File: src/rtl/bmhq_pkg.sv
// Shared types and constants for the max-priority queue.
package bmhq_pkg;

   localparam int DEF_CAPACITY  = 16;
   localparam int DEF_KEY_WIDTH = 16;

   typedef enum logic {
      ACT_INSERT = 1'b0,
      ACT_REMOVE = 1'b1
   } action_type;

   typedef enum logic [1:0] {
      STATUS_OK    = 2'd0,
      STATUS_FULL  = 2'd1,
      STATUS_EMPTY = 2'd2
   } status_type;

   // per-cycle command broadcast to every cell
   typedef struct packed {
      logic ins;
      logic rem;
   } cell_ctrl_type;

endpackage

File: src/rtl/binary_max_heap_queue.sv
// A result item is registered in the cycle after its request item is accepted.
// One item per cycle while req_stall is low; the row of cells does the compare and shift for
// an insert or a remove in all cells at once, so the rate is set by the output register.
// Reset (synchronous, active high) clears the entry count and the output valid;
// the key cells are not cleared and are only read below the entry count.
// Ordering of equal keys inside the row is not visible at the ports.
module binary_max_heap_queue import bmhq_pkg::*; #(
   parameter int CAPACITY   = DEF_CAPACITY,
   parameter int KEY_WIDTH  = DEF_KEY_WIDTH,
   parameter int FILL_WIDTH = $clog2(CAPACITY + 1)
) (
   input  logic                  clock,
   input  logic                  reset,
   input  logic                  req_valid,
   output logic                  req_stall,
   input  logic                  req_action,
   input  logic [KEY_WIDTH-1:0]  req_key,
   output logic                  rsp_valid,
   input  logic                  rsp_stall,
   output logic [KEY_WIDTH-1:0]  rsp_top_key,
   output logic [1:0]            rsp_status,
   output logic [FILL_WIDTH-1:0] rsp_fill
);

   localparam logic [FILL_WIDTH-1:0] FULL_COUNT = FILL_WIDTH'(CAPACITY);

   logic [FILL_WIDTH-1:0] count_ff, count_in;
   logic                  rsp_valid_ff, rsp_valid_in;
   logic [KEY_WIDTH-1:0]  top_key_ff, top_key_in;
   status_type            status_ff, status_in;
   logic [FILL_WIDTH-1:0] fill_ff, fill_in;

   logic                  accept;
   logic                  full;
   logic                  empty;
   cell_ctrl_type         ctrl;

   logic [CAPACITY-1:0]   occ;
   logic [CAPACITY-1:0]   gt;
   logic [KEY_WIDTH-1:0]  entries [CAPACITY];

   assign req_stall = rsp_valid_ff && rsp_stall;
   assign accept    = req_valid && !req_stall;
   assign full      = (count_ff == FULL_COUNT);
   assign empty     = (count_ff == '0);

   assign ctrl.ins = accept && (action_type'(req_action) == ACT_INSERT) && !full;
   assign ctrl.rem = accept && (action_type'(req_action) == ACT_REMOVE) && !empty;

   for (genvar i = 0; i < CAPACITY; i++) begin : g_cell
      localparam logic [FILL_WIDTH-1:0] IDX = FILL_WIDTH'(i);
      logic                 up_gt;
      logic [KEY_WIDTH-1:0] up_entry;
      logic [KEY_WIDTH-1:0] down_entry;

      assign occ[i] = (IDX < count_ff);

      if (i == 0) begin : g_first
         assign up_gt    = 1'b0;
         assign up_entry = req_key;
      end else begin : g_rest
         assign up_gt    = gt[i-1];
         assign up_entry = entries[i-1];
      end

      // last cell pulls its own value; it leaves the occupied range on a remove
      if (i == CAPACITY - 1) begin : g_last
         assign down_entry = entries[i];
      end else begin : g_inner
         assign down_entry = entries[i+1];
      end

      bmhq_cell #(
         .KEY_WIDTH (KEY_WIDTH)
      ) u_cell (
         .clock      (clock),
         .ctrl       (ctrl),
         .key        (req_key),
         .occupied   (occ[i]),
         .up_gt      (up_gt),
         .up_entry   (up_entry),
         .down_entry (down_entry),
         .gt         (gt[i]),
         .entry      (entries[i])
      );
   end

   always_comb begin
      count_in = count_ff;
      if (ctrl.ins) begin
         count_in = count_ff + FILL_WIDTH'(1);
      end else if (ctrl.rem) begin
         count_in = count_ff - FILL_WIDTH'(1);
      end

      rsp_valid_in = accept || (rsp_valid_ff && rsp_stall);

      top_key_in = top_key_ff;
      status_in  = status_ff;
      fill_in    = fill_ff;
      if (accept) begin
         top_key_in = ctrl.rem ? entries[0] : '0;
         fill_in    = count_in;
         if (action_type'(req_action) == ACT_INSERT) begin
            status_in = full ? STATUS_FULL : STATUS_OK;
         end else begin
            status_in = empty ? STATUS_EMPTY : STATUS_OK;
         end
      end
   end

   always_ff @(posedge clock) begin
      if (reset) begin
         count_ff     <= '0;
         rsp_valid_ff <= 1'b0;
      end else begin
         count_ff     <= count_in;
         rsp_valid_ff <= rsp_valid_in;
      end
   end

   always_ff @(posedge clock) begin
      top_key_ff <= top_key_in;
      status_ff  <= status_in;
      fill_ff    <= fill_in;
   end

   assign rsp_valid   = rsp_valid_ff;
   assign rsp_top_key = top_key_ff;
   assign rsp_status  = status_ff;
   assign rsp_fill    = fill_ff;

endmodule

File: src/rtl/bmhq_cell.sv
// One storage cell of the sorted queue row: holds one key, shifts with its neighbors.
module bmhq_cell import bmhq_pkg::*; #(
   parameter int KEY_WIDTH = DEF_KEY_WIDTH
) (
   input  logic                 clock,
   input  cell_ctrl_type        ctrl,
   input  logic [KEY_WIDTH-1:0] key,
   input  logic                 occupied,
   input  logic                 up_gt,
   input  logic [KEY_WIDTH-1:0] up_entry,
   input  logic [KEY_WIDTH-1:0] down_entry,
   output logic                 gt,
   output logic [KEY_WIDTH-1:0] entry
);

   logic [KEY_WIDTH-1:0] entry_ff;
   logic [KEY_WIDTH-1:0] entry_in;

   // row is sorted descending, so gt is a thermometer: 0s above, 1s below
   assign gt    = !occupied || ($signed(key) > $signed(entry_ff));
   assign entry = entry_ff;

   always_comb begin
      entry_in = entry_ff;
      if (ctrl.ins) begin
         if (gt) begin
            entry_in = up_gt ? up_entry : key;
         end
      end else if (ctrl.rem) begin
         entry_in = down_entry;
      end
   end

   always_ff @(posedge clock) begin
      entry_ff <= entry_in;
   end

endmodule

File: config.mk
export PLATFORM = sky130hd
export DESIGN_NAME = binary_max_heap_queue
export DESIGN_NICKNAME = d
export VERILOG_FILES = /design/src/rtl/bmhq_pkg.sv /design/src/rtl/binary_max_heap_queue.sv /design/src/rtl/bmhq_cell.sv
export SDC_FILE = /design/constraint.sdc
export NUM_CORES = 1
export LEC_CHECK = 0
export BUFFER_PORTS_ARGS = -buffer_cell sky130_fd_sc_hd__buf_4
export CAP_MARGIN = 20
export CORE_ASPECT_RATIO = 0.9
export CORE_UTILIZATION = 65
export CTS_CLUSTER_DIAMETER = 80
export DETAILED_ROUTE_END_ITERATION = 10
export PLACE_DENSITY_LB_ADDON = 0.12
export SLEW_MARGIN = 10
export SYNTH_ARGS = -nofsm -noshare
export SYNTH_HDL_FRONTEND = slang
export SYNTH_HIERARCHICAL = 1
export SYNTH_SLANG_ARGS = --single-unit
File: constraint.sdc
create_clock -name clock -period 13.63 [get_ports clock]
set_clock_uncertainty 0.2 [all_clocks]
set_input_delay 2.726 -clock clock [delete_from_list [all_inputs] [get_ports clock]]
set_output_delay 2.726 -clock clock [all_outputs]
set_load 0.005 [all_outputs]
==> flow_metrics.tcl <==
set metrics [dict create \
    grt_usage_pct 33.79 \
    critical-path-top-delay-family "buffers and inverters" \
    synthCells 2249 \
    critPathLaunchType "input pin" \
    die_w_um 194.7 \
    pin_count 46 \
    drc 0 \
    internal-power_uw 2202 \
    grt_pass1_vias 16940 \
    htreeDepth 2 \
    crit_chain "buf_4 -> a21boi_4 -> buf_4 -> and3_4 -> buf_4 -> buf_16 -> buf_4 -> nand2b_1 -> o31ai_2 -> buf_4" \
    worstSetupPathType "input pin to register" \
    cts_tree "built" \
    irDropWorstVdd_mv 0.1306 \
    n_antenna_cell 0 \
    holdBufCountCts 0 \
    yosys_warnings 6 \
    seq_power_share_pct 40.9 \
    first_iter_violations 1327 \
    clock_latency_ps 540 \
    total_switching_power_uw 1214 \
    drv_slew 0 \
    swShare_pct 35.53 \
    power_leakage_uw 0.01177 \
    power_frac_clock_pct 26.6 \
    finalSetupTns_ps 0 \
    synth_nets 2530 \
    worst_pin_slew_ps 1138 \
    hold_viol 0 \
    io_buffer_count 45 \
    gp_congestion 0.8735 \
    die_y_um 175.4 \
    wl_per_cell_um 21.46 \
    drive_above_1_share_pct 9.043 \
    vias_per_cell 6.375 \
    drtAntennaViolNets 0 \
    post_cts_buffers 0 \
    rows 63 \
    slowest_delay_ps 790 \
    overflow 0 \
    num-nets-final 2534 \
    clockRootBuffer "clkbuf_16" \
    via_count 17210 \
    powerDensity_mw_per_mm2 143.5 \
    critPathArrivalTime_ps 6360 \
    end_kind "register" \
    cts_sinks 285 \
    core_area_mm2 0.03295 \
    antenna_found_initial 2 \
    cts_resized 0 \
    fmax_mhz 157.5 \
    cp_max_fo 98 \
    max-slew-margin-rel_pct 24.15 \
    fin_crit_ps 6350 \
    fin_area_mm2 0.02380 \
    cp.required_ps 13640 \
    numCtsBuffers 35 \
    grt_max_degree 221 \
    drt_wl_total_mm 57.94 \
    syn-mean-instance-area_um2 9.659 \
    report.power.total_uw 3415 \
    finalCritPeriodShare_pct 46.59 \
    clock_path_buffers 3 \
    hpwl_mm 40.10 \
    fp.dieArea_mm2 0.03416 \
    slowest_stage "buf_4" \
    netlist_area_mm2 0.02172 \
    place_area_mm2 0.02264 \
    status "finished, final reports clean" \
    area_delta_synth_final_pct 9.549 \
    maxCapViolCount 0 \
    firstDrtPassIters 5 \
    clk_pin_slew_ps 60 \
    crit_buf_inv 6 \
    pwr-share-comb_pct 32.5 \
    grt_setup_unrepaired "no" \
    critPathMostFrequentCell "buf_4" \
    grt_pass1_wl_mm 90.47 \
    setup_viol_count_final 0 \
    initial_core_util_pct 65.93 \
    min_path_type "register to register" \
]
==> layer usage <==
layer  part of all wire [%]  wire length, um  track usage, %  vias up
li1                       -                -               -     8065
met1                     42            24530           45.31     8300
met2                     47            27380           55.90      702
met3                    7.4             4301           4.608      143
met4                    2.9             1705           12.63        2
met5                  0.022               13               0        -
==> placed cells by master (no fill, tap or decap), types with 17 or more instances in the layout <==
cell       count
nor2b_1       34
a21o_1        17
nand2b_1      18
mux2i_1      273
inv_1        276
edfxtp_1     279
nand2_1       70
and2_1        33
clkbuf_16     37
a31oi_1       32
o21a_1        33
nor2_1       285
o21ai_0       36
a21oi_1      338
buf_4         67
ha_1         260
==> registers in the layout, indices dropped and copies added, names as in the netlist <==
register,count
rsp_valid,1
count_ff,5
rsp_top_key,16
rsp_status,2
rsp_fill,5
g_cell.u_cell/entry,256
==> final timing paths <==
kind | startpoint | to | cells after the start | slack (ps)
max | req_valid | g_cell[14].u_cell/entry[5]$_DFFE_PP_ | 10 | 7280
min | g_cell[0].u_cell/entry[9]$_DFFE_PP_ | rsp_top_key[9]$_SDFFCE_PP0P_ | 1 | 390
max reg2reg | count_ff[0]$_SDFF_PP0_ | g_cell[14].u_cell/entry[5]$_DFFE_PP_ | 10 | 8830
min reg2reg | g_cell[0].u_cell/entry[9]$_DFFE_PP_ | rsp_top_key[9]$_SDFFCE_PP0P_ | 1 | 390
==> per-stage QoR <==
stage / utilization, % / hold slack, ps / worst slack, ps / cells
finish: 72.23 / 393.1 / 7280 / 2700
global route: 72.23 / 418.9 / 7052 / 2700
CTS: 72.01 / 396.8 / 7104 / 2697
detailed placement: 68.70 / 383.1 / 6552 / 2635
global placement: 68.70 / 368.7 / 6649 / 2635
floorplan: - / 348.8 / 6887 / 2249
==> final cells by class <==
cell class	count	area, um2
Inverter	278	1044
Multi-Input combinational cell	1582	12040
Clock inverter	11	73.82
Clock buffer	51	1018
Timing Repair Buffer	71	593.1
Sequential cell	285	8498
Fill cell	2452	9151
Tap cell	422	528.0
==> worst reg2reg max path, delay by kind of cell, from the launching register on <==
| kind | cells | cell delay (ps) |
|---|---|---|
| buffers and inverters | 5 | 2110 |
| adders and majority gates | 1 | 260 |
| DFF | 1 | 710 |
| AOI/OAI and AO/OA | 1 | 210 |
| and+or+nand+nor | 3 | 990 |
==> power groups by stage <==
| stage | Combinational (uW) | Sequential [uW] | Clock (uW) |
|---|---|---|---|
| 3_3_place_gp | 1020 | 1410 | 0 |
| 4_1_cts | 1090 | 1400 | 914 |
| 2_1_floorplan | 779 | 1330 | 0 |
| 5_1_grt | 1230 | 1420 | 946 |
| 6_report | 1110 | 1400 | 908 |
| 3_5_place_dp | 1080 | 1410 | 0 |
Note: power is estimated with default switching activity, not from simulation.
